File: config.mk
export PLATFORM = sky130hd
export DESIGN_NAME = gtp_atan_cell
export DESIGN_NICKNAME = d
export VERILOG_FILES = /design/src/rtl/gtp_pkg.sv /design/src/rtl/gtp_atan_cell.sv
export SDC_FILE = /design/constraint.sdc
export NUM_CORES = 2
export LEC_CHECK = 0
export ABC_AREA = 1
export BUFFER_PORTS_ARGS = -buffer_cell sky130_fd_sc_hd__buf_2
export CAP_MARGIN = 40
export CORE_ASPECT_RATIO = 1.4
export CORE_MARGIN = 2
export CORE_UTILIZATION = 35
export DETAILED_ROUTE_END_ITERATION = 16
export PLACE_DENSITY = 0.48
export SKIP_LAST_GASP = 1
export SLEW_MARGIN = 20
export SYNTH_ARGS = -nofsm -noshare
export SYNTH_HDL_FRONTEND = slang
export SYNTH_SLANG_ARGS = --single-unit
File: constraint.sdc
create_clock -name clk_i -period 5.2 [get_ports clk_i]
set_clock_uncertainty 0.15 [all_clocks]
set_input_delay 1.04 -clock clk_i [delete_from_list [all_inputs] [get_ports clk_i]]
set_output_delay 1.04 -clock clk_i [all_outputs]
set_load 0.005 [all_outputs]
File: src/rtl/gtp_pkg.sv
`default_nettype none
package gtp_pkg;

  localparam int unsigned HDG_W      = 9;
  localparam int unsigned TOL_W      = 8;
  localparam int unsigned RAD_W      = 16;
  localparam int unsigned CFG_W      = 16;
  localparam int unsigned CFG_IDX_W  = 1;
  localparam int unsigned ATAN_CELLS = 44;
  localparam int unsigned K_W        = 6;

  localparam logic [CFG_IDX_W-1:0] REG_HEADING_TOL = 1'b0;
  localparam logic [CFG_IDX_W-1:0] REG_ARRIVAL_RAD = 1'b1;

  localparam logic [TOL_W-1:0] TOL_RESET = 8'd10;
  localparam logic [RAD_W-1:0] RAD_RESET = 16'd20;

  localparam logic [63:0] Q62_ONE  = 64'h4000_0000_0000_0000;
  localparam logic [63:0] PI_Q62   = 64'hC90F_DAA2_2168_C234;
  localparam logic [63:0] STEP_Q62 = PI_Q62 / 64'd180;

  typedef enum logic [1:0] {
    ACT_STOP  = 2'd0,
    ACT_FWD   = 2'd1,
    ACT_LEFT  = 2'd2,
    ACT_RIGHT = 2'd3
  } action_e;

  // Control that travels alongside the operands through the arctangent row.
  typedef struct packed {
    logic [HDG_W-1:0] base;
    logic             use_atan;
    logic             rev;
    logic             eqv;
    logic             far;
    logic [HDG_W-1:0] cur;
    logic [HDG_W-1:0] fin;
  } side_t;

  function automatic logic [63:0] mul_q62(logic [63:0] a, logic [63:0] b);
    logic [127:0] p;
    p = {64'b0, a} * {64'b0, b};
    return p[125:62];
  endfunction

  // Restoring long division, used only while the angle tables are built.
  function automatic logic [63:0] udiv64(logic [63:0] a, logic [63:0] b);
    logic [63:0] q;
    logic [64:0] r;
    q = '0;
    r = '0;
    for (int i = 63; i >= 0; i--) begin
      r = {r[63:0], a[i]};
      if (r >= {1'b0, b}) begin
        r    = r - {1'b0, b};
        q[i] = 1'b1;
      end
    end
    return q;
  endfunction

  // Sine and cosine of whole degrees in Q2.62, from a truncated Taylor series.
  // Evaluated only at elaboration.
  function automatic logic [63:0] sin_q62(int unsigned k);
    logic [63:0] x;
    logic [63:0] x2;
    logic [63:0] term;
    logic [63:0] s;
    logic [63:0] dv;
    logic        done;
    x    = STEP_Q62 * 64'(k);
    x2   = mul_q62(x, x);
    term = x;
    s    = x;
    done = 1'b0;
    for (int n = 1; n < 40; n++) begin
      if (!done) begin
        dv   = 64'((2 * n) * (2 * n + 1));
        term = udiv64(mul_q62(term, x2), dv);
        if (term == 64'd0) begin
          done = 1'b1;
        end else if (n[0]) begin
          s = s - term;
        end else begin
          s = s + term;
        end
      end
    end
    return s;
  endfunction

  function automatic logic [63:0] cos_q62(int unsigned k);
    logic [63:0] x;
    logic [63:0] x2;
    logic [63:0] term;
    logic [63:0] c;
    logic [63:0] dv;
    logic        done;
    x    = STEP_Q62 * 64'(k);
    x2   = mul_q62(x, x);
    term = Q62_ONE;
    c    = Q62_ONE;
    done = 1'b0;
    for (int n = 1; n < 40; n++) begin
      if (!done) begin
        dv   = 64'((2 * n - 1) * (2 * n));
        term = udiv64(mul_q62(term, x2), dv);
        if (term == 64'd0) begin
          done = 1'b1;
        end else if (n[0]) begin
          c = c - term;
        end else begin
          c = c + term;
        end
      end
    end
    return c;
  endfunction

endpackage
`default_nettype wire

File: src/rtl/gtp_atan_cell.sv
`default_nettype none
module gtp_atan_cell #(
  parameter int unsigned COORD_BITS = 16,
  parameter int unsigned DUTY_BITS  = 8,
  parameter int unsigned J          = 0
) (
  input  wire logic                      clk_i,
  input  wire logic                      rst_ni,
  input  wire logic                      en_i,
  input  wire logic                      valid_i,
  input  wire logic [COORD_BITS-1:0]     num_i,
  input  wire logic [COORD_BITS-1:0]     den_i,
  input  wire logic [gtp_pkg::K_W-1:0]   k_i,
  input  wire gtp_pkg::side_t            side_i,
  input  wire logic [DUTY_BITS-1:0]      spd_i,
  output logic                           valid_o,
  output logic [COORD_BITS-1:0]          num_o,
  output logic [COORD_BITS-1:0]          den_o,
  output logic [gtp_pkg::K_W-1:0]        k_o,
  output gtp_pkg::side_t                 side_o,
  output logic [DUTY_BITS-1:0]           spd_o
);
  localparam int unsigned CW  = COORD_BITS;
  localparam int unsigned PW  = CW + 32;
  localparam int unsigned FW  = CW + 64;
  localparam logic [63:0] SIN_C = gtp_pkg::sin_q62(J + 1);
  localparam logic [63:0] COS_C = gtp_pkg::cos_q62(J + 1);
  localparam logic [gtp_pkg::K_W-1:0] K_HERE = gtp_pkg::K_W'(J);

  // Stage A: partial products of both sides of den*sin <= num*cos.
  logic                     va_q;
  logic [CW-1:0]            num_a_q, den_a_q;
  logic [gtp_pkg::K_W-1:0]  k_a_q;
  gtp_pkg::side_t           side_a_q;
  logic [DUTY_BITS-1:0]     spd_a_q;
  logic [PW-1:0]            ps_hi_q, ps_lo_q, pc_hi_q, pc_lo_q;

  always_ff @(posedge clk_i or negedge rst_ni) begin
    if (!rst_ni) begin
      va_q    <= 1'b0;
      valid_o <= 1'b0;
    end else if (en_i) begin
      va_q    <= valid_i;
      valid_o <= va_q;
    end
  end

  always_ff @(posedge clk_i) begin
    if (en_i) begin
      num_a_q  <= num_i;
      den_a_q  <= den_i;
      k_a_q    <= k_i;
      side_a_q <= side_i;
      spd_a_q  <= spd_i;
      ps_hi_q  <= PW'(den_i) * PW'(SIN_C[63:32]);
      ps_lo_q  <= PW'(den_i) * PW'(SIN_C[31:0]);
      pc_hi_q  <= PW'(num_i) * PW'(COS_C[63:32]);
      pc_lo_q  <= PW'(num_i) * PW'(COS_C[31:0]);
    end
  end

  // Stage B: full compare; the count only advances while every earlier step passed.
  logic [FW-1:0] lhs, rhs;
  logic          pass;

  always_comb begin
    lhs  = {ps_hi_q, 32'b0} + FW'(ps_lo_q);
    rhs  = {pc_hi_q, 32'b0} + FW'(pc_lo_q);
    pass = (k_a_q == K_HERE) && (lhs <= rhs);
  end

  always_ff @(posedge clk_i) begin
    if (en_i) begin
      num_o  <= num_a_q;
      den_o  <= den_a_q;
      k_o    <= pass ? k_a_q + 1'b1 : k_a_q;
      side_o <= side_a_q;
      spd_o  <= spd_a_q;
    end
  end
endmodule
`default_nettype wire

==> results.yml <==
global_route:
  gr-usage-met1: 0.2553
  grt_busiest_layer: "met2"
  grt_max_degree: 74
  grt_pass1_vias: 41190
  grt_pass1_wl_um: 250100
  grt_use_total: 0.2512
  use_met2: 0.4889
  gr-usage-met3: 0.01989
  grt.overflow.total: 0
  antenna_found_initial: 1
finish:
  layout_common_cells: "1142 x inv_1, 971 x buf_4, 585 x ha_1, 539 x fa_1, 442 x nand2_1"
  finish.utilization: 0.5072
  synthToLayoutAreaGrowth_pct: 43.58
  drive_gt1_frac: 0.3811
  final_common_cell: "inv_1"
  stdcell_count: 8023
  final_nets: 7677
setup_path:
  slowest_delay_ps: 710
  cp-end-kind: "flip-flop"
  cp_max_fo: 4
  crit_path_cell_trace: "buf_12 -> fa_2 -> inv_2 -> buf_6 -> fa_2 -> buf_12 -> inv_4 -> fa_1 -> fa_2 -> fa_2 -> fa_2 -> ha_4 -> a21oi_4 -> o21a_1 -> nor2_1 -> nor2_1 -> o21ai_1 -> a21oi_2 -> o211ai_1 -> xnor2_1"
  crit_slowest_cell: "fa_2"
  worst-setup-path-type: "primary input to flip-flop"
  cpMostUsedCell: "fa_2"
  critPathLaunchType: "primary input"
  required_ps: 5430
  r2r_setup_slack_ps: 540
  crit_arrival_ps: 6270
status:
  status: "finished, violations left"
  violations: "negative setup slack"
yosys:
  synth.yosys.seq_area_share: 0.2126
  synth_seq_cells: 328
  yosys.area.top_type: "fa_1"
  ys.flop_type: "edfxtp_1"
  synth_area_mm2: 0.04629
  synth_cells: 4891
  synth_fp_nets: 6327
  synth_top_area_share: 0.2669
  ys_warn_count: 0
  synth_edf_count: 326
  avgSynthCellArea_um2: 9.464
  synthTopCellsByArea: "fa_1 27%, edfxtp_1 21%, ha_1 20%, inv_1 11%, nand2_1 4.6%"
  ys_types: 52
  synth-async-reset-ratio: 0.006098
clocking:
  numCtsBuffers: 41
  htree_levels: 2
  clockBufferDepth: 3
  clk_latency_ps: 660
  clock_sinks: 328
  path_clk_slew_ps: 60
  root_buffer: "clkbuf_16"
  tritoncts: "built"
timing:
  rsz0062_at_grt: "true"
  setup_viol: 127
  slew-limit-headroom: 0.5155
  slew_violations: 0
  setup_slack_ps: -842.6
  max_freq_mhz: 165.5
  period_share: 1.162
  worst_pin_slew_ps: 720.1
  fin_tns_setup_ps: -59140
  hold_violations: 0
  finalCriticalPeriod_ps: 6043
route:
  routedWlPerCell_um: 20.93
  first_pass_iters: 5
  vias_per_cell: 4.675
  drc_errors: 0
  ant_nets: 0
  routed_wl_um: 168000
  drt-initial-drc-count: 1645
  num_vias: 37510
placement:
  dpl.cell_count: 7795
  gp_congestion: 1.062
  pre_cts_ws_ps: -1923
  numPortBuffers: 158
  dpl.hpwl_um: 146200
floorplanning:
  ios: 159
  coreArea_mm2: 0.1310
  die-area_mm2: 0.1352
  placementRows: 157
  die_w_um: 311.4
  start_util: 0.3533
  die_y_um: 434.3
job:
  drv_cap: 0
min_path:
  hp-class: "flip-flop to flip-flop"
-- worst max-delay path, delay by kind of cell --
kind	cells	cell delay [ps]
XOR/XNOR	1	150
adder cells (fa/ha/maj)	7	3550
buffers and inverters	5	460
AO/OA/AOI/OAI	5	840
AND/OR/NAND/NOR	2	210
-- final timing paths --
kind | startpoint | to | depth (start not counted)
max in group asynchronous | rst_ni | valid_o$_DFFE_PN0P_ | 2
hold reg to reg | side_a_q[11]$_DFFE_PP_ | side_o[11]$_DFFE_PP_ | 0
setup / recovery | num_i[1] | pc_hi_q[45]$_DFFE_PP_ | 20
setup reg to reg | den_a_q[2]$_DFFE_PP_ | k_o[1]$_DFFE_PP_ | 28
hold / removal | side_a_q[11]$_DFFE_PP_ | side_o[11]$_DFFE_PP_ | 0
min in group asynchronous | rst_ni | va_q$_DFFE_PN0P_ | 2
-- layout make-up --
cell class                      count  area, µm²
Multi-Input combinational cell   3245      37440
Clock buffer                       45       1041
Sequential cell                   328       9839
Timing Repair Buffer             1310      10630
Tap cell                         1749       2188
Clock inverter                     28      322.8
Antenna cell                        3      7.507
Fill cell                       12220      64570
Inverter                         1315       4991
-- layer usage --
layer,vias up,share of wire
met4,0,0.081
met3,367,0.021
met5,-,0
met2,684,0.54
li1,18170,-
met1,18290,0.36
-- sequential cells by signal, indices dropped and copies added (netlist names) --
register and count:
spd_o 8, ps_hi_q 37, pc_hi_q 45, spd_a_q 8
den_o 16, side_o 31, side_a_q 31, k_o 6
pc_lo_q 44, valid_o 1, va_q 1, den_a_q 16
k_a_q 6, num_a_q 16, num_o 16, ps_lo_q 46
-- metrics by stage --
stage | hold slack (ps) | cell area (µm²)
floorplan | 250.3 | 48510
global placement | 250.7 | 59300
detailed placement | 254.5 | 59300
CTS | 243.7 | 64280
global route | 268.0 | 66450
finish | 251.4 | 66460
-- logic make-up (layout without fill, tap and decap cells) --
| logic type | after synthesis | after routing | synth area share |
|---|---|---|---|
| other | 0 | 3 | 0 |
| buffers and inverters | 1318 | 2698 | 0.1069 |
| adder cells (fa/ha/maj) | 1355 | 1355 | 0.4663 |
| AO/OA/AOI/OAI | 542 | 542 | 0.06861 |
| flip-flops | 328 | 328 | 0.2126 |
| AND/OR/NAND/NOR | 1112 | 1112 | 0.1009 |
| XOR/XNOR | 236 | 236 | 0.04466 |
-- what timing repair did --
| item | 4_1_cts | 5_1_grt |
|---|---|---|
| hold endpoints to repair | 2 | 0 |
| endpoints found under the setup margin | 126 | 136 |
| hold buffers | 1 | 0 |
| buffers inserted | 105 | 84 |
| resized for setup | 674 | 405 |
| pin swaps | 391 | 302 |
-- synth_stat cells, drive strengths merged (4+ instances only) --
cell and number:
nor4 18, a221oi 4, and3 7, a21o 40
a31oi 37, o21a 13, or2 6, nand3 136
o2111ai 4, inv 1315, ha 738, xor2 152
fa 617, a211oi 6, nor2 278, edfxtp 326
o211ai 8, nand2 583, nand4 38, o21bai 26
a21boi 10, a21oi 243, nor3 43, o21ai 142
xnor2 84
Power is not shown: default switching activity piles up to over one toggle a cycle in this logic, so the estimate is an artifact.
