File: src/rtl/gtp_pkg.sv
`default_nettype none
package gtp_pkg;

  localparam int unsigned HDG_W      = 9;
  localparam int unsigned TOL_W      = 8;
  localparam int unsigned RAD_W      = 16;
  localparam int unsigned CFG_W      = 16;
  localparam int unsigned CFG_IDX_W  = 1;
  localparam int unsigned ATAN_CELLS = 44;
  localparam int unsigned K_W        = 6;

  localparam logic [CFG_IDX_W-1:0] REG_HEADING_TOL = 1'b0;
  localparam logic [CFG_IDX_W-1:0] REG_ARRIVAL_RAD = 1'b1;

  localparam logic [TOL_W-1:0] TOL_RESET = 8'd10;
  localparam logic [RAD_W-1:0] RAD_RESET = 16'd20;

  localparam logic [63:0] Q62_ONE  = 64'h4000_0000_0000_0000;
  localparam logic [63:0] PI_Q62   = 64'hC90F_DAA2_2168_C234;
  localparam logic [63:0] STEP_Q62 = PI_Q62 / 64'd180;

  typedef enum logic [1:0] {
    ACT_STOP  = 2'd0,
    ACT_FWD   = 2'd1,
    ACT_LEFT  = 2'd2,
    ACT_RIGHT = 2'd3
  } action_e;

  // Control that travels alongside the operands through the arctangent row.
  typedef struct packed {
    logic [HDG_W-1:0] base;
    logic             use_atan;
    logic             rev;
    logic             eqv;
    logic             far;
    logic [HDG_W-1:0] cur;
    logic [HDG_W-1:0] fin;
  } side_t;

  function automatic logic [63:0] mul_q62(logic [63:0] a, logic [63:0] b);
    logic [127:0] p;
    p = {64'b0, a} * {64'b0, b};
    return p[125:62];
  endfunction

  // Restoring long division, used only while the angle tables are built.
  function automatic logic [63:0] udiv64(logic [63:0] a, logic [63:0] b);
    logic [63:0] q;
    logic [64:0] r;
    q = '0;
    r = '0;
    for (int i = 63; i >= 0; i--) begin
      r = {r[63:0], a[i]};
      if (r >= {1'b0, b}) begin
        r    = r - {1'b0, b};
        q[i] = 1'b1;
      end
    end
    return q;
  endfunction

  // Sine and cosine of whole degrees in Q2.62, from a truncated Taylor series.
  // Evaluated only at elaboration.
  function automatic logic [63:0] sin_q62(int unsigned k);
    logic [63:0] x;
    logic [63:0] x2;
    logic [63:0] term;
    logic [63:0] s;
    logic [63:0] dv;
    logic        done;
    x    = STEP_Q62 * 64'(k);
    x2   = mul_q62(x, x);
    term = x;
    s    = x;
    done = 1'b0;
    for (int n = 1; n < 40; n++) begin
      if (!done) begin
        dv   = 64'((2 * n) * (2 * n + 1));
        term = udiv64(mul_q62(term, x2), dv);
        if (term == 64'd0) begin
          done = 1'b1;
        end else if (n[0]) begin
          s = s - term;
        end else begin
          s = s + term;
        end
      end
    end
    return s;
  endfunction

  function automatic logic [63:0] cos_q62(int unsigned k);
    logic [63:0] x;
    logic [63:0] x2;
    logic [63:0] term;
    logic [63:0] c;
    logic [63:0] dv;
    logic        done;
    x    = STEP_Q62 * 64'(k);
    x2   = mul_q62(x, x);
    term = Q62_ONE;
    c    = Q62_ONE;
    done = 1'b0;
    for (int n = 1; n < 40; n++) begin
      if (!done) begin
        dv   = 64'((2 * n - 1) * (2 * n));
        term = udiv64(mul_q62(term, x2), dv);
        if (term == 64'd0) begin
          done = 1'b1;
        end else if (n[0]) begin
          c = c - term;
        end else begin
          c = c + term;
        end
      end
    end
    return c;
  endfunction

endpackage
`default_nettype wire

File: src/rtl/gtp_out_if.sv
`default_nettype none
interface gtp_out_if #(
  parameter int unsigned DUTY_BITS = 8
);
  logic                      valid;
  logic                      ready;
  logic [1:0]                action;
  logic                      arrived;
  logic [gtp_pkg::HDG_W-1:0] bearing;
  logic [DUTY_BITS-1:0]      duty_front_left_fwd;
  logic [DUTY_BITS-1:0]      duty_front_left_rev;
  logic [DUTY_BITS-1:0]      duty_front_right_fwd;
  logic [DUTY_BITS-1:0]      duty_front_right_rev;
  logic [DUTY_BITS-1:0]      duty_rear_left_fwd;
  logic [DUTY_BITS-1:0]      duty_rear_left_rev;
  logic [DUTY_BITS-1:0]      duty_rear_right_fwd;
  logic [DUTY_BITS-1:0]      duty_rear_right_rev;

  modport source (
    output valid, action, arrived, bearing,
           duty_front_left_fwd, duty_front_left_rev, duty_front_right_fwd, duty_front_right_rev,
           duty_rear_left_fwd, duty_rear_left_rev, duty_rear_right_fwd, duty_rear_right_rev,
    input  ready
  );
  modport sink (
    input  valid, action, arrived, bearing,
           duty_front_left_fwd, duty_front_left_rev, duty_front_right_fwd, duty_front_right_rev,
           duty_rear_left_fwd, duty_rear_left_rev, duty_rear_right_fwd, duty_rear_right_rev,
    output ready
  );
endinterface
`default_nettype wire

File: src/rtl/gtp_back.sv
`default_nettype none
module gtp_back #(
  parameter int unsigned DUTY_BITS = 8
) (
  input  wire logic                      clk_i,
  input  wire logic                      rst_ni,
  input  wire logic                      valid_i,
  input  wire logic [gtp_pkg::K_W-1:0]   k_i,
  input  wire gtp_pkg::side_t            side_i,
  input  wire logic [DUTY_BITS-1:0]      spd_i,
  input  wire logic [gtp_pkg::TOL_W-1:0] tol_i,
  output logic                           en_o,
  gtp_out_if.source                      out_o
);
  localparam int unsigned HW = gtp_pkg::HDG_W;

  logic                    out_valid_q;
  logic [6:0]              atan_deg;
  logic [HW-1:0]           bearing;
  logic [HW-1:0]           want;
  logic                    wrap;
  logic signed [HW:0]      diff;
  logic [HW:0]             mag;
  gtp_pkg::action_e        turn;
  gtp_pkg::action_e        act;
  logic                    arr;
  logic [DUTY_BITS-1:0]    duty [8];

  assign en_o = !out_valid_q || out_o.ready;

  always_comb begin
    if (side_i.eqv) begin
      atan_deg = 7'd45;
    end else if (side_i.rev) begin
      atan_deg = 7'd89 - 7'(k_i);
    end else begin
      atan_deg = 7'(k_i);
    end
    bearing = side_i.base + (side_i.use_atan ? HW'(atan_deg) : '0);
    want    = side_i.far ? bearing : side_i.fin;

    // Headings either side of north within a few degrees count as aligned.
    wrap = (side_i.cur >= 9'd355 && side_i.cur <= 9'd360 && want <= 9'd5) ||
           (want >= 9'd355 && want <= 9'd360 && side_i.cur <= 9'd5);
    diff = $signed({1'b0, side_i.cur}) - $signed({1'b0, want});
    mag  = diff[HW] ? (HW+1)'(-diff) : (HW+1)'(diff);

    if (wrap || diff == '0 || mag < (HW+1)'(tol_i)) begin
      turn = gtp_pkg::ACT_STOP;
    end else if (diff[HW]) begin
      turn = (mag >= (HW+1)'(180)) ? gtp_pkg::ACT_LEFT : gtp_pkg::ACT_RIGHT;
    end else begin
      turn = (mag >= (HW+1)'(180)) ? gtp_pkg::ACT_RIGHT : gtp_pkg::ACT_LEFT;
    end

    arr = 1'b0;
    if (side_i.far) begin
      act = (turn == gtp_pkg::ACT_STOP) ? gtp_pkg::ACT_FWD : turn;
    end else begin
      act = turn;
      arr = (turn == gtp_pkg::ACT_STOP);
    end

    for (int i = 0; i < 8; i++) begin
      duty[i] = '0;
    end
    unique case (act)
      gtp_pkg::ACT_FWD: begin
        duty[0] = spd_i; duty[2] = spd_i; duty[4] = spd_i; duty[6] = spd_i;
      end
      gtp_pkg::ACT_LEFT: begin
        duty[1] = spd_i; duty[2] = spd_i; duty[5] = spd_i; duty[6] = spd_i;
      end
      gtp_pkg::ACT_RIGHT: begin
        duty[0] = spd_i; duty[3] = spd_i; duty[4] = spd_i; duty[7] = spd_i;
      end
      default: begin
      end
    endcase
  end

  always_ff @(posedge clk_i or negedge rst_ni) begin
    if (!rst_ni) begin
      out_valid_q <= 1'b0;
    end else if (en_o) begin
      out_valid_q <= valid_i;
    end
  end

  always_ff @(posedge clk_i) begin
    if (en_o) begin
      out_o.action               <= act;
      out_o.arrived              <= arr;
      out_o.bearing              <= bearing;
      out_o.duty_front_left_fwd  <= duty[0];
      out_o.duty_front_left_rev  <= duty[1];
      out_o.duty_front_right_fwd <= duty[2];
      out_o.duty_front_right_rev <= duty[3];
      out_o.duty_rear_left_fwd   <= duty[4];
      out_o.duty_rear_left_rev   <= duty[5];
      out_o.duty_rear_right_fwd  <= duty[6];
      out_o.duty_rear_right_rev  <= duty[7];
    end
  end

  assign out_o.valid = out_valid_q;

  a_arrived_stops: assert property (@(posedge clk_i) disable iff (!rst_ni)
    out_valid_q && out_o.arrived |-> out_o.action == gtp_pkg::ACT_STOP)
    else $error("arrival flagged with a moving action");

  a_bearing_range: assert property (@(posedge clk_i) disable iff (!rst_ni)
    out_valid_q |-> out_o.bearing < 9'd360)
    else $error("bearing out of range");

  a_stop_idle: assert property (@(posedge clk_i) disable iff (!rst_ni)
    out_valid_q && out_o.action == gtp_pkg::ACT_STOP |->
      out_o.duty_front_left_fwd == '0 && out_o.duty_front_right_fwd == '0 &&
      out_o.duty_rear_left_fwd == '0 && out_o.duty_rear_right_fwd == '0)
    else $error("wheel driven while stopped");
endmodule
`default_nettype wire

File: src/flat_wrapper.sv
// flat-port wrapper written by rule: the top's interface ports become plain ports
module gtp_back_flat 
#(
  parameter int unsigned DUTY_BITS = 8
)
  (clk_i, rst_ni, valid_i, k_i, side_i, spd_i, tol_i, en_o, out_o_valid, out_o_action, out_o_arrived, out_o_bearing, out_o_duty_front_left_fwd, out_o_duty_front_left_rev, out_o_duty_front_right_fwd, out_o_duty_front_right_rev, out_o_duty_rear_left_fwd, out_o_duty_rear_left_rev, out_o_duty_rear_right_fwd, out_o_duty_rear_right_rev, out_o_ready);
  gtp_out_if #(.DUTY_BITS(DUTY_BITS)) out_o_i ();
  input  wire logic clk_i;
  input  wire logic rst_ni;
  input  wire logic valid_i;
  input  wire logic [gtp_pkg::K_W-1:0] k_i;
  input  wire gtp_pkg::side_t side_i;
  input  wire logic [DUTY_BITS-1:0] spd_i;
  input  wire logic [gtp_pkg::TOL_W-1:0] tol_i;
  output logic en_o;
  output wire logic [$bits(out_o_i.valid)-1:0] out_o_valid;
  output wire logic [$bits(out_o_i.action)-1:0] out_o_action;
  output wire logic [$bits(out_o_i.arrived)-1:0] out_o_arrived;
  output wire logic [$bits(out_o_i.bearing)-1:0] out_o_bearing;
  output wire logic [$bits(out_o_i.duty_front_left_fwd)-1:0] out_o_duty_front_left_fwd;
  output wire logic [$bits(out_o_i.duty_front_left_rev)-1:0] out_o_duty_front_left_rev;
  output wire logic [$bits(out_o_i.duty_front_right_fwd)-1:0] out_o_duty_front_right_fwd;
  output wire logic [$bits(out_o_i.duty_front_right_rev)-1:0] out_o_duty_front_right_rev;
  output wire logic [$bits(out_o_i.duty_rear_left_fwd)-1:0] out_o_duty_rear_left_fwd;
  output wire logic [$bits(out_o_i.duty_rear_left_rev)-1:0] out_o_duty_rear_left_rev;
  output wire logic [$bits(out_o_i.duty_rear_right_fwd)-1:0] out_o_duty_rear_right_fwd;
  output wire logic [$bits(out_o_i.duty_rear_right_rev)-1:0] out_o_duty_rear_right_rev;
  input wire logic [$bits(out_o_i.ready)-1:0] out_o_ready;
  assign out_o_valid = out_o_i.valid;
  assign out_o_action = out_o_i.action;
  assign out_o_arrived = out_o_i.arrived;
  assign out_o_bearing = out_o_i.bearing;
  assign out_o_duty_front_left_fwd = out_o_i.duty_front_left_fwd;
  assign out_o_duty_front_left_rev = out_o_i.duty_front_left_rev;
  assign out_o_duty_front_right_fwd = out_o_i.duty_front_right_fwd;
  assign out_o_duty_front_right_rev = out_o_i.duty_front_right_rev;
  assign out_o_duty_rear_left_fwd = out_o_i.duty_rear_left_fwd;
  assign out_o_duty_rear_left_rev = out_o_i.duty_rear_left_rev;
  assign out_o_duty_rear_right_fwd = out_o_i.duty_rear_right_fwd;
  assign out_o_duty_rear_right_rev = out_o_i.duty_rear_right_rev;
  assign out_o_i.ready = out_o_ready;
  gtp_back #(.DUTY_BITS(DUTY_BITS)) u_core (.clk_i(clk_i), .rst_ni(rst_ni), .valid_i(valid_i), .k_i(k_i), .side_i(side_i), .spd_i(spd_i), .tol_i(tol_i), .en_o(en_o), .out_o(out_o_i));
endmodule
File: config.mk
export PLATFORM = sky130hd
export DESIGN_NAME = gtp_back_flat
export DESIGN_NICKNAME = d
export VERILOG_FILES = /design/src/rtl/gtp_pkg.sv /design/src/rtl/gtp_out_if.sv /design/src/rtl/gtp_back.sv /design/src/flat_wrapper.sv
export SDC_FILE = /design/constraint.sdc
export NUM_CORES = 1
export LEC_CHECK = 0
export BUFFER_PORTS_ARGS = -buffer_cell sky130_fd_sc_hd__buf_4
export CORE_MARGIN = 2
export CORE_UTILIZATION = 32
export CTS_BUF_LIST = sky130_fd_sc_hd__clkbuf_8 sky130_fd_sc_hd__clkbuf_16
export CTS_CLUSTER_DIAMETER = 50
export DETAILED_ROUTE_END_ITERATION = 10
export GPL_TIMING_DRIVEN = 0
export PLACE_DENSITY_LB_ADDON = 0.05
export SETUP_SLACK_MARGIN = 0.02
export SLEW_MARGIN = 15
export SYNTH_ARGS = -nofsm -noshare
export SYNTH_HDL_FRONTEND = slang
export SYNTH_SLANG_ARGS = --single-unit
File: constraint.sdc
create_clock -name clk_i -period 2.5 [get_ports clk_i]
set_input_delay 0.375 -clock clk_i [delete_from_list [all_inputs] [get_ports clk_i]]
set_output_delay 0.375 -clock clk_i [all_outputs]
set_load 0.005 [all_outputs]
==> impl_results.md <==
- Status: complete, but fails checks
- Failing checks: setup timing
- Met2 Track Usage GR: 28.1%
- Critical path type: in2reg
- Skew final: 5.06 ps
- Crit path DAT: 5240 ps
- CTS buffer count: 5
- Pre-antenna DRT Iters: 4
- Pre-CTS setup slack: -3500 ps
- DRT iter0 DRCs: 138
- Commonest non-fill, non-tap cells in the layout: 200 x buf_4, 44 x edfxtp_1, 28 x inv_1
- Max clock buf depth: 2
- Largest family of logic cells by synthesized area: compound AO/OA/AOI/OAI gates
- Post-Syn Nets: 480
- Prevailing post-synth register cell: edfxtp_1
- H-tree levels: 2
- HP Class: in2reg
- Most area-consuming cells after synthesis: edfxtp_1 34%, ha_1 8.1%, buf_4 6.4%, a211oi_2 5.5%, xnor2_1 3.6%
- Vias in the first global route: 3,321
- Cell variety after synth: 64
- Final ANT Viol Nets: 0
- Latest clock arrival within the worst-skew pair: 290 ps
- Met3 GRT Util: 2.02%
- IO buf count: 132
- Startpoint Class: input port
- Area leader, netlist: edfxtp_1
- XOR/XNOR Fraction of Synth Area: 5.36%
- Critical path's largest stage delay: 350 ps
- FF-to-FF setup slack: 1070 ps
- Final net count: 667
- Crit path top cell by count: a21oi_4
- Initial Util: 32.5%
- Most Crowded Layer GR: met2
- Least-Margin Pin Slew: 659 ps
- Post-DP HPWL: 7.72 mm
- Gr usage total: 15.4%
- Crit path max-delay family: compound AO/OA/AOI/OAI gates
- Synthesis Warnings: 0
- Register area share after synthesis: 35.0%
- # diodes: 0
- Crit path max fanout: 8
- Overall die area: 12,900 sq um
- Rows: 40
- Worst hold margin: 274 ps
- WL final: 10.5 mm
- # DRC: 0
- Pin count of the biggest net entering global routing: 27
- CP max stage cell: a311oi_4
- Clk sinks: 45
- Share of post-route cells with drive strength above 1: 58.2%
- Slew HR: 56.1%
- GRT overflow: 0
- GPL Wtd Cong: 0.790
- Num ports: 135
- Final worst slack: -2610 ps
- Mux contribution to synthesized area: 1.88%
- RSZ-0062 raised after global routing: yes
- Slew Viols, Final: 0
- Worst vdd rail ir drop: 0.000342 V
- Synth-to-Final Area Change: 66.5%
- Clock slew at reported path FFs: 60 ps
- Min Clock Period, post-route: 5110 ps
- Initial antenna violation count: 0
- Final period util: 205%
- TritonCTS clock tree: done
- Area share of the largest cell type after synthesis: 34.3%
- Final setup viols: 35
- Post-Synthesis Cells: 396
- Die boundary height: 114 um
- Buffer and inverter count on the worst path: 6
- Adder-Cell Fraction of Synth Area: 9.16%
- Drt wl/cell: 14.3 um
- EDFF count, synth: 44
- Final Hold Vio Count: 0
- Number of synthesized register bits: 45
- DIE WIDTH: 114 um
- Commonest non-fill, non-tap cell in the layout: buf_4
- Core area: 11,900 sq um
- Mapped cell area: 3850 sq um
- DR vias: 3,569
- Pwr Density: 861 nW/um^2
- Max Freq: 196 MHz
- Syn_area_per_cell: 9.72 sq um
- Grt met1 use: 18.8%
- Post-synthesis simple-gate area fraction: 17.4%
- Max cap viols: 0
- Lkg Pwr: 0.00280 uW
- Required time worst endpoint: 2630 ps
- Root Buffer: clkbuf_16
- CP Capture Type: register
- First-pass GRT wire length: 16.0 mm
- Post-synthesis compound-gate area fraction: 19.9%
- Vias per cell: 4.88
- Ys async rst share: 2.22%
## routing by layer
metal,wire (um),up-vias,share of wire [%]
met2,5370,105,51
met1,4380,1658,42
li1,-,1792,-
met5,0,-,0
met3,454,14,4.3
met4,255,0,2.4
## cell type report
class	count	area (sq um)
plain buffers	45	395
clock buffers	6	139
clock inverters	2	33.8
fillers	1082	5450
inverters	31	131
multi-input cells	273	2690
flip-flops and latches	45	1350
well taps	147	184
repair buffers	182	1490
## registers in the layout, indices dropped and copies added, names as in the netlist
register	count
u_core.out_o.arrived	1
u_core.out_o.duty_front_left_fwd	8
u_core.out_o.duty_front_right_rev	8
u_core.out_o.duty_front_right_fwd	8
u_core.out_o.valid	1
u_core.out_o.action	2
u_core.out_o.bearing	9
u_core.out_o.duty_front_left_rev	8
## Yosys cell counts (all sizes together), types with 3 or more instances
| cell type | instances |
|---|---|
| a211oi | 21 |
| a21o | 6 |
| a21oi | 15 |
| a31oi | 3 |
| and2 | 6 |
| and3 | 21 |
| buf | 39 |
| clkbuf | 8 |
| edfxtp | 44 |
| ha | 25 |
| inv | 30 |
| mux2 | 4 |
| nand2 | 21 |
| nand2b | 6 |
| nand3 | 10 |
| nand4 | 6 |
| nor2 | 21 |
| nor2b | 7 |
| nor3 | 10 |
| o211ai | 4 |
| o21a | 9 |
| o21ai | 20 |
| xnor2 | 16 |
| xor2 | 5 |
## kinds of logic after synthesis
| logic type | after synthesis |
|---|---|
| flip-flops | 45 |
| adder cells (fa/ha/maj) | 27 |
| buffers and inverters | 78 |
| AND/OR/NAND/NOR | 123 |
| multiplexers | 6 |
| XOR/XNOR | 21 |
| AO/OA/AOI/OAI | 96 |
## worst paths after layout
kind | startpoint | end | cells after the start
setup / recovery | k_i[2] | u_core.out_o.duty_front_left_fwd[1] | 31
hold / removal | valid_i | u_core.out_o.valid | 2
setup reg to reg | u_core.out_o.valid | u_core.out_o.action[1] | 2
hold reg to reg | u_core.out_o.valid | u_core.out_o.valid | 2
max in group asynchronous | rst_ni | u_core.out_o.valid | 2
min in group asynchronous | rst_ni | u_core.out_o.valid | 2
## worst reg2reg max path: cells and delay by family (launching register included)
kind,cells,cell delay (ps)
buf+inv,1,250
flops,1,390
simple gates,1,480
## per-stage QoR
stage	TNS [ps]	util [%]	area (sq um)	std cells	power, uW
floorplan	-89740	-	3970	396	2800
global placement	-118200	43.4	5140	675	3720
detailed placement	-120070	43.6	5170	676	3750
CTS	-92850	50.5	5990	717	5230
global route	-97380	54.0	6410	731	5850
finish	-88880	54.0	6410	731	5520
## what timing repair did
| item | CTS | global route |
|---|---|---|
| hold buffers | 1 | 0 |
| setup buffers | 29 | 14 |
| pin swaps | 31 | 45 |
| setup endpoints to repair | 36 | 36 |
| gates resized for setup | 72 | 57 |
| cloned | 3 | 2 |
| hold endpoints to repair | 1 | 0 |
## report_power, final
group / total (uW) / switching [uW] / leakage, uW / internal (uW)
Clock: 754 / 260 / 0.0000883 / 495
Combinational: 3530 / 1480 / 0.00224 / 2050
Sequential: 1230 / 102 / 0.000471 / 1130
Total: 5520 / 1840 / 0.00280 / 3680
Note: power is estimated with default switching activity, not from simulation.
