$ cat src/rtl/gtp_pkg.sv
`default_nettype none
package gtp_pkg;

  localparam int unsigned HDG_W      = 9;
  localparam int unsigned TOL_W      = 8;
  localparam int unsigned RAD_W      = 16;
  localparam int unsigned CFG_W      = 16;
  localparam int unsigned CFG_IDX_W  = 1;
  localparam int unsigned ATAN_CELLS = 44;
  localparam int unsigned K_W        = 6;

  localparam logic [CFG_IDX_W-1:0] REG_HEADING_TOL = 1'b0;
  localparam logic [CFG_IDX_W-1:0] REG_ARRIVAL_RAD = 1'b1;

  localparam logic [TOL_W-1:0] TOL_RESET = 8'd10;
  localparam logic [RAD_W-1:0] RAD_RESET = 16'd20;

  localparam logic [63:0] Q62_ONE  = 64'h4000_0000_0000_0000;
  localparam logic [63:0] PI_Q62   = 64'hC90F_DAA2_2168_C234;
  localparam logic [63:0] STEP_Q62 = PI_Q62 / 64'd180;

  typedef enum logic [1:0] {
    ACT_STOP  = 2'd0,
    ACT_FWD   = 2'd1,
    ACT_LEFT  = 2'd2,
    ACT_RIGHT = 2'd3
  } action_e;

  // Control that travels alongside the operands through the arctangent row.
  typedef struct packed {
    logic [HDG_W-1:0] base;
    logic             use_atan;
    logic             rev;
    logic             eqv;
    logic             far;
    logic [HDG_W-1:0] cur;
    logic [HDG_W-1:0] fin;
  } side_t;

  function automatic logic [63:0] mul_q62(logic [63:0] a, logic [63:0] b);
    logic [127:0] p;
    p = {64'b0, a} * {64'b0, b};
    return p[125:62];
  endfunction

  // Restoring long division, used only while the angle tables are built.
  function automatic logic [63:0] udiv64(logic [63:0] a, logic [63:0] b);
    logic [63:0] q;
    logic [64:0] r;
    q = '0;
    r = '0;
    for (int i = 63; i >= 0; i--) begin
      r = {r[63:0], a[i]};
      if (r >= {1'b0, b}) begin
        r    = r - {1'b0, b};
        q[i] = 1'b1;
      end
    end
    return q;
  endfunction

  // Sine and cosine of whole degrees in Q2.62, from a truncated Taylor series.
  // Evaluated only at elaboration.
  function automatic logic [63:0] sin_q62(int unsigned k);
    logic [63:0] x;
    logic [63:0] x2;
    logic [63:0] term;
    logic [63:0] s;
    logic [63:0] dv;
    logic        done;
    x    = STEP_Q62 * 64'(k);
    x2   = mul_q62(x, x);
    term = x;
    s    = x;
    done = 1'b0;
    for (int n = 1; n < 40; n++) begin
      if (!done) begin
        dv   = 64'((2 * n) * (2 * n + 1));
        term = udiv64(mul_q62(term, x2), dv);
        if (term == 64'd0) begin
          done = 1'b1;
        end else if (n[0]) begin
          s = s - term;
        end else begin
          s = s + term;
        end
      end
    end
    return s;
  endfunction

  function automatic logic [63:0] cos_q62(int unsigned k);
    logic [63:0] x;
    logic [63:0] x2;
    logic [63:0] term;
    logic [63:0] c;
    logic [63:0] dv;
    logic        done;
    x    = STEP_Q62 * 64'(k);
    x2   = mul_q62(x, x);
    term = Q62_ONE;
    c    = Q62_ONE;
    done = 1'b0;
    for (int n = 1; n < 40; n++) begin
      if (!done) begin
        dv   = 64'((2 * n - 1) * (2 * n));
        term = udiv64(mul_q62(term, x2), dv);
        if (term == 64'd0) begin
          done = 1'b1;
        end else if (n[0]) begin
          c = c - term;
        end else begin
          c = c + term;
        end
      end
    end
    return c;
  endfunction

endpackage
`default_nettype wire

$ cat src/rtl/gtp_in_if.sv
`default_nettype none
interface gtp_in_if #(
  parameter int unsigned COORD_BITS = 16,
  parameter int unsigned DUTY_BITS  = 8
);
  logic                         valid;
  logic                         ready;
  logic [COORD_BITS-1:0]        goal_x;
  logic [COORD_BITS-1:0]        goal_y;
  logic [COORD_BITS-1:0]        pose_x;
  logic [COORD_BITS-1:0]        pose_y;
  logic [gtp_pkg::HDG_W-1:0]    pose_heading;
  logic [gtp_pkg::HDG_W-1:0]    final_heading;
  logic [DUTY_BITS-1:0]         drive_speed;

  modport source (
    output valid, goal_x, goal_y, pose_x, pose_y, pose_heading, final_heading, drive_speed,
    input  ready
  );
  modport sink (
    input  valid, goal_x, goal_y, pose_x, pose_y, pose_heading, final_heading, drive_speed,
    output ready
  );
endinterface
`default_nettype wire

$ cat src/rtl/gtp_front.sv
`default_nettype none
module gtp_front #(
  parameter int unsigned COORD_BITS = 16,
  parameter int unsigned DUTY_BITS  = 8
) (
  input  wire logic                           clk_i,
  input  wire logic                           rst_ni,
  input  wire logic                           en_i,
  gtp_in_if.sink                              in_i,
  input  wire logic [gtp_pkg::RAD_W-1:0]      radius_i,
  output logic                                valid_o,
  output logic [COORD_BITS-1:0]               num_o,
  output logic [COORD_BITS-1:0]               den_o,
  output gtp_pkg::side_t                      side_o,
  output logic [DUTY_BITS-1:0]                spd_o
);
  localparam int unsigned CW    = COORD_BITS;
  localparam int unsigned SQ_W  = (2 * CW + 1 > 33) ? 2 * CW + 1 : 33;

  assign in_i.ready = en_i;

  // Stage 1: differences, magnitudes and signs.
  logic                      v1_q;
  logic [CW-1:0]             ax_q, ay_q;
  logic                      nx_q, ny_q, zx_q, zy_q;
  logic [gtp_pkg::HDG_W-1:0] cur1_q, fin1_q;
  logic [DUTY_BITS-1:0]      spd1_q;
  logic [CW:0]               dx, dy;
  logic [CW:0]               adx, ady;

  always_comb begin
    dx  = {1'b0, in_i.goal_x} - {1'b0, in_i.pose_x};
    dy  = {1'b0, in_i.goal_y} - {1'b0, in_i.pose_y};
    adx = dx[CW] ? (~dx + 1'b1) : dx;
    ady = dy[CW] ? (~dy + 1'b1) : dy;
  end

  always_ff @(posedge clk_i or negedge rst_ni) begin
    if (!rst_ni) begin
      v1_q <= 1'b0;
    end else if (en_i) begin
      v1_q <= in_i.valid;
    end
  end

  always_ff @(posedge clk_i) begin
    if (en_i) begin
      ax_q   <= adx[CW-1:0];
      ay_q   <= ady[CW-1:0];
      nx_q   <= dx[CW];
      ny_q   <= dy[CW];
      zx_q   <= (dx == '0);
      zy_q   <= (dy == '0);
      cur1_q <= in_i.pose_heading;
      fin1_q <= in_i.final_heading;
      spd1_q <= in_i.drive_speed;
    end
  end

  // Stage 2: squares, quadrant decode and operand ordering for the arctangent.
  logic                 v2_q;
  logic [2*CW-1:0]      sqx_q, sqy_q;
  logic [31:0]          rad2_q;
  logic                 nz2_q;
  logic [CW-1:0]        num2_q, den2_q;
  gtp_pkg::side_t       side2_q;
  logic [DUTY_BITS-1:0] spd2_q;
  logic                 px, py;
  logic [CW-1:0]        num_sel, den_sel;
  gtp_pkg::side_t       side_d;

  always_comb begin
    px      = !nx_q && !zx_q;
    py      = !ny_q && !zy_q;
    num_sel = ax_q;
    den_sel = ay_q;
    side_d  = '0;
    side_d.cur = cur1_q;
    side_d.fin = fin1_q;
    priority if (nx_q && ny_q) begin
      side_d.base = 9'd270; side_d.use_atan = 1'b1; num_sel = ay_q; den_sel = ax_q;
    end else if (px && py) begin
      side_d.base = 9'd90;  side_d.use_atan = 1'b1; num_sel = ay_q; den_sel = ax_q;
    end else if (px && ny_q) begin
      side_d.base = 9'd0;   side_d.use_atan = 1'b1;
    end else if (nx_q && py) begin
      side_d.base = 9'd180; side_d.use_atan = 1'b1;
    end else if (zx_q && py) begin
      side_d.base = 9'd180;
    end else if (zy_q && nx_q) begin
      side_d.base = 9'd270;
    end else if (zy_q && px) begin
      side_d.base = 9'd90;
    end else begin
      side_d.base = 9'd0;
    end
    side_d.rev = (num_sel > den_sel);
    side_d.eqv = (num_sel == den_sel);
  end

  always_ff @(posedge clk_i or negedge rst_ni) begin
    if (!rst_ni) begin
      v2_q <= 1'b0;
    end else if (en_i) begin
      v2_q <= v1_q;
    end
  end

  always_ff @(posedge clk_i) begin
    if (en_i) begin
      sqx_q   <= (2*CW)'(ax_q) * (2*CW)'(ax_q);
      sqy_q   <= (2*CW)'(ay_q) * (2*CW)'(ay_q);
      rad2_q  <= 32'(radius_i) * 32'(radius_i);
      nz2_q   <= !(zx_q && zy_q);
      num2_q  <= side_d.rev ? den_sel : num_sel;
      den2_q  <= side_d.rev ? num_sel : den_sel;
      side2_q <= side_d;
      spd2_q  <= spd1_q;
    end
  end

  // Stage 3: range compare.
  logic [SQ_W-1:0] dist2;
  gtp_pkg::side_t  side3_d;

  always_comb begin
    dist2       = SQ_W'(sqx_q) + SQ_W'(sqy_q);
    side3_d     = side2_q;
    side3_d.far = nz2_q && (dist2 >= SQ_W'(rad2_q));
  end

  always_ff @(posedge clk_i or negedge rst_ni) begin
    if (!rst_ni) begin
      valid_o <= 1'b0;
    end else if (en_i) begin
      valid_o <= v2_q;
    end
  end

  always_ff @(posedge clk_i) begin
    if (en_i) begin
      num_o  <= num2_q;
      den_o  <= den2_q;
      side_o <= side3_d;
      spd_o  <= spd2_q;
    end
  end
endmodule
`default_nettype wire

$ cat src/flat_wrapper.sv
// flat-port wrapper written by rule: the top's interface ports become plain ports
module gtp_front_flat 
#(
  parameter int unsigned COORD_BITS = 16,
  parameter int unsigned DUTY_BITS  = 8
)
  (clk_i, rst_ni, en_i, radius_i, valid_o, num_o, den_o, side_o, spd_o, in_i_valid, in_i_goal_x, in_i_goal_y, in_i_pose_x, in_i_pose_y, in_i_pose_heading, in_i_final_heading, in_i_drive_speed, in_i_ready);
  gtp_in_if #(.COORD_BITS(COORD_BITS), .DUTY_BITS(DUTY_BITS)) in_i_i ();
  input  wire logic clk_i;
  input  wire logic rst_ni;
  input  wire logic en_i;
  input  wire logic [gtp_pkg::RAD_W-1:0] radius_i;
  output logic valid_o;
  output logic [COORD_BITS-1:0] num_o;
  output logic [COORD_BITS-1:0] den_o;
  output gtp_pkg::side_t side_o;
  output logic [DUTY_BITS-1:0] spd_o;
  input wire logic [$bits(in_i_i.valid)-1:0] in_i_valid;
  input wire logic [$bits(in_i_i.goal_x)-1:0] in_i_goal_x;
  input wire logic [$bits(in_i_i.goal_y)-1:0] in_i_goal_y;
  input wire logic [$bits(in_i_i.pose_x)-1:0] in_i_pose_x;
  input wire logic [$bits(in_i_i.pose_y)-1:0] in_i_pose_y;
  input wire logic [$bits(in_i_i.pose_heading)-1:0] in_i_pose_heading;
  input wire logic [$bits(in_i_i.final_heading)-1:0] in_i_final_heading;
  input wire logic [$bits(in_i_i.drive_speed)-1:0] in_i_drive_speed;
  output wire logic [$bits(in_i_i.ready)-1:0] in_i_ready;
  assign in_i_i.valid = in_i_valid;
  assign in_i_i.goal_x = in_i_goal_x;
  assign in_i_i.goal_y = in_i_goal_y;
  assign in_i_i.pose_x = in_i_pose_x;
  assign in_i_i.pose_y = in_i_pose_y;
  assign in_i_i.pose_heading = in_i_pose_heading;
  assign in_i_i.final_heading = in_i_final_heading;
  assign in_i_i.drive_speed = in_i_drive_speed;
  assign in_i_ready = in_i_i.ready;
  gtp_front #(.COORD_BITS(COORD_BITS), .DUTY_BITS(DUTY_BITS)) u_core (.clk_i(clk_i), .rst_ni(rst_ni), .en_i(en_i), .in_i(in_i_i), .radius_i(radius_i), .valid_o(valid_o), .num_o(num_o), .den_o(den_o), .side_o(side_o), .spd_o(spd_o));
endmodule
$ cat config.mk
export PLATFORM = sky130hd
export DESIGN_NAME = gtp_front_flat
export DESIGN_NICKNAME = d
export VERILOG_FILES = /design/src/rtl/gtp_pkg.sv /design/src/rtl/gtp_in_if.sv /design/src/rtl/gtp_front.sv /design/src/flat_wrapper.sv
export SDC_FILE = /design/constraint.sdc
export NUM_CORES = 2
export LEC_CHECK = 0
export BUFFER_PORTS_ARGS = -buffer_cell sky130_fd_sc_hd__buf_2
export CAP_MARGIN = 20
export CORE_ASPECT_RATIO = 0.7
export CORE_MARGIN = 2
export CORE_UTILIZATION = 42
export DETAILED_ROUTE_END_ITERATION = 7
export GPL_ROUTABILITY_DRIVEN = 0
export PLACE_DENSITY = 0.72
export SYNTH_ARGS = -nofsm -noshare
export SYNTH_HDL_FRONTEND = slang
export SYNTH_SLANG_ARGS = --single-unit
$ cat constraint.sdc
create_clock -name clk_i -period 7 [get_ports clk_i]
set_clock_uncertainty 0.05 [all_clocks]
set_input_delay 0.35 -clock clk_i [delete_from_list [all_inputs] [get_ports clk_i]]
set_output_delay 0.35 -clock clk_i [all_outputs]
set_load 0.03 [all_outputs]
==> results.txt <==
* Shortest clock period the worst path allows after layout: 6.82 ns
- Detail-routed net length per standard cell: between 15 and 20 um
- The count of nets left with antenna violations once routing finished came out at 0.
* First-pass GRT wire length: 131000 um
- After technology mapping, the gate count stands at between 3000 and 4000.
- Data on the critical path is required at its endpoint by between 7 and 8 ns.
* Count of state elements after synthesis: slightly below 300
- In this run the number of H-tree levels came out at 1.
* Post-Syn Area: 36000 um2
- The clock passes through at most 3 buffers.
- Die span in y: 249 um
- Area of the die: 88200 um2
- Summed over all nets, the half-perimeter wirelength after detailed placement is 65400 um.
- Final Core Density: 47.2%
* Leftover overflow at the end of global routing: 0
- In this run, synthesis inferred between 200 and 300 flip-flops with an integrated enable.
- Entering global routing, the biggest net connects 126 pins.
* Distinct cell type count of the synthesized netlist: slightly above 80
- Sequential fraction of the synthesis area: 24.5%
- The Yosys step of the flow raised 0 warnings.
* Vias in the first global route: approximately 26000
* Insertion delay to the later sink of the worst-skew pair: 0.57 ns
- Starting density of the core: between 40% and 50%
- TritonCTS built the clock tree.
- 0 antenna diodes ended up in the layout.
- After layout, the worst path uses 97.4% of the clock period.
* Number of vias per cell after detailed routing: 5.07
* Final count of hold timing violations: 0
- In this run the worst path has a maximum fanout of 12.
- Final net count: approximately 4800
- Critical Path Sink Type: register
* Launching element type of the critical path: register
- The number of pins exceeding their max-slew limit in the final report came to 0.
- Syn_nets: 4596
- Area of the placeable core: 84600 um2
- Among all flip-flop cells after synthesis, the most frequent one is sky130_fd_sc_hd__edfxtp_1.
- DIE WIDTH: 354 um
- Max-cap violations in this run came to 0.
- Pin placement for this block handled 183 I/O pins.
- Post-detailed-routing wire length: about 80000 um
* Count of unresolved DRC violations after routing: 0
- Synth-to-layout area growth: 10.9%
- Averaged over all synthesized cells, the footprint is roughly 10 um2.
* Depth of the worst register-to-register path: 20
- Clock tree synthesis selected as its root buffer the cell sky130_fd_sc_hd__clkbuf_16.
- CTS sink cnt: 294
- Drt initial violations: 1903
- Iteration count of the initial detailed-routing pass: 6
- The run finished with clean final reports.
- Measured slew at the worst slew-check pin: roughly 0.86 ns
- Setup repair after global routing could not meet its margin everywhere.
* Clock-pin slew on the worst setup and hold paths: approximately 0.080 ns
- Hold is met by 0.105 ns.
* Min-Delay Path Class: in2async
- Path type of the worst setup path: reg2reg
- The routed layout has between 20000 and 30000 vias.
- Number of placement rows: 89
- In this run the tightest slew margin relative to its limit is 41.2%.
* Global routing usage summed across all routing layers: 18.1%
* Share of final-layout standard cells stronger than drive strength 1: 9.69%
* Number of antenna violations at the first check in global routing: 0
- Number of CTS-inserted buffers: 29
- Arrival time reported for the critical path endpoint: 7.05 ns
- Port Buffer Count: ~180
* Fraction of synthesis flops using an asynchronous set or reset pin: between 1 and 1.5%
* Number of endpoints failing setup at the final stage: 0
* Maximum clock frequency: 147 MHz
## final cells by class
type                       instances  area [um2]
fill                            7742       44700
multi-input combinational       2373       23700
sequential                       294        8810
inverter                         835        3140
timing repair buffer             295        1890
tap                             1137        1420
clock buffer                      33         741
clock inverter                    19         230
## flip-flops by register name, summed over array words and instances (netlist names), 16 cells and up
signal	flops
u_core.side_o	28
u_core.sqx_q	31
u_core.rad2_q	31
u_core.sqy_q	31
u_core.den2_q	16
u_core.ay_q	16
u_core.num_o	16
u_core.side2_q	27
u_core.num2_q	16
u_core.den_o	16
u_core.ax_q	16
## logic make-up after synthesis
kind of cell,synth area share [%]
buffers and inverters,9.82
adders and majority gates,41.2
and+or+nand+nor,10.3
AOI/OAI and AO/OA,8.27
DFF,24.5
xor gates and xnor gates,4.76
muxes,1.20
other,0.0104
## synthesized netlist by cell type (all sizes together) (4+ instances only)
cell	number	area (um2)
a211oi	22	165
o211ai	8	60.1
nor2	200	753
ha	402	5030
clkinv	12	45.0
o21ai	83	415
xnor2	141	1250
nand3	27	135
and3	20	125
nand4	20	125
clkbuf	77	289
a21oi	144	721
a221oi	7	61.3
edfxtp	291	8740
xor2	53	464
a211o	6	52.6
maj3	5	50.1
o21bai	19	143
nor3	38	190
and2	81	507
or2	15	93.8
mux2	17	191
o221ai	4	35.0
o21a	19	143
fa	488	9770
buf	17	113
inv	823	3090
nand2	285	1070
a22oi	5	37.5
o31ai	6	45.0
mux2i	24	240
nand2b	29	181
nor4	14	93.8
or3	9	56.3
or4	4	30.0
a2111oi	9	78.8
a31o	10	87.6
nor2b	26	170
o31a	6	52.6
a21o	57	428
a31oi	14	87.6
o41ai	5	43.8
## cell usage in the layout, fill, tap and decap left out, drive strengths merged, types with 26 or more instances in the layout
master	Yosys	layout
a21o	57	57
a21oi	144	144
and2	81	81
buf	17	267
clkbuf	77	33
dlygate4sd3	0	28
edfxtp	291	291
fa	488	488
ha	402	402
inv	823	825
nand2	285	285
nand2b	29	29
nand3	27	27
nor2	200	200
nor2b	26	26
nor3	38	38
o21ai	83	83
xnor2	141	141
xor2	53	53
## worst paths after layout
path | from | to | slack [ns]
min | rst_ni | u_core.valid_o$_DFFE_PN0P_ | 0.10
max reg2reg | u_core.ay_q[6]$_DFFE_PP_ | u_core.sqy_q[31]$_DFFE_PP_ | 0.18
min in group clk_i | radius_i[0] | u_core.rad2_q[0]$_DFFE_PP_ | 0.18
max in group asynchronous | rst_ni | u_core.v1_q$_DFFE_PN0P_ | 6.67
max | u_core.ay_q[6]$_DFFE_PP_ | u_core.sqy_q[31]$_DFFE_PP_ | 0.18
min reg2reg | u_core.fin1_q[3]$_DFFE_PP_ | u_core.side2_q[3]$_DFFE_PP_ | 0.36
## worst max-delay path, stage by stage, from the launching register on
cell and delay [ns]:
sky130_fd_sc_hd__edfxtp_1 0.72, sky130_fd_sc_hd__inv_1 0.16, sky130_fd_sc_hd__nor2_1 0.19, sky130_fd_sc_hd__inv_1 0.10
sky130_fd_sc_hd__fa_1 0.51, sky130_fd_sc_hd__fa_1 0.55, sky130_fd_sc_hd__inv_1 0.04, sky130_fd_sc_hd__ha_1 0.19
sky130_fd_sc_hd__fa_1 0.49, sky130_fd_sc_hd__fa_1 0.57, sky130_fd_sc_hd__fa_1 0.42, sky130_fd_sc_hd__ha_1 0.27
sky130_fd_sc_hd__nor3_1 0.42, sky130_fd_sc_hd__o211ai_1 0.26, sky130_fd_sc_hd__a21oi_1 0.32, sky130_fd_sc_hd__o41a_1 0.25
sky130_fd_sc_hd__nor2_1 0.08, sky130_fd_sc_hd__a211oi_1 0.43, sky130_fd_sc_hd__o221ai_1 0.20, sky130_fd_sc_hd__a21oi_1 0.20
sky130_fd_sc_hd__xnor2_1 0.14
## per-layer routing
layer | part of all wire, % | routed length [um] | GRT usage, % | vias up
met3 | 7.8 | 6210 | 3.30 | 92
li1 | - | - | - | 12000
met1 | 45 | 35900 | 26.4 | 12400
met5 | 0 | 0 | 0 | -
met4 | 1.5 | 1200 | 2.74 | 0
met2 | 46 | 36500 | 28.8 | 780
## stage by stage
| stage | setup slack, ns | TNS [ns] | cell area (um2) | instances |
|---|---|---|---|---|
| 2_1_floorplan | 0.327 | 0 | 36000 | 3596 |
| 3_3_place_gp | 0.276 | 0 | 38500 | 4893 |
| 3_5_place_dp | 0.123 | 0 | 38500 | 4893 |
| 4_1_cts | 0.0916 | 0 | 39800 | 4973 |
| 5_1_grt | -0.0413 | -0.0526 | 39900 | 4986 |
| 6_report | 0.181 | 0 | 39900 | 4986 |
## what timing repair did
action | in CTS | in global routing
gates resized for setup | 0 | 7
hold buffers | 28 | 0
buffers inserted | 0 | 10
hold endpoints to repair | 30 | 0
setup endpoints to repair | 0 | 6
Power is left out: the tool's default activity adds up to more than one toggle a clock period on the data nets, which glitch-free logic cannot reach.
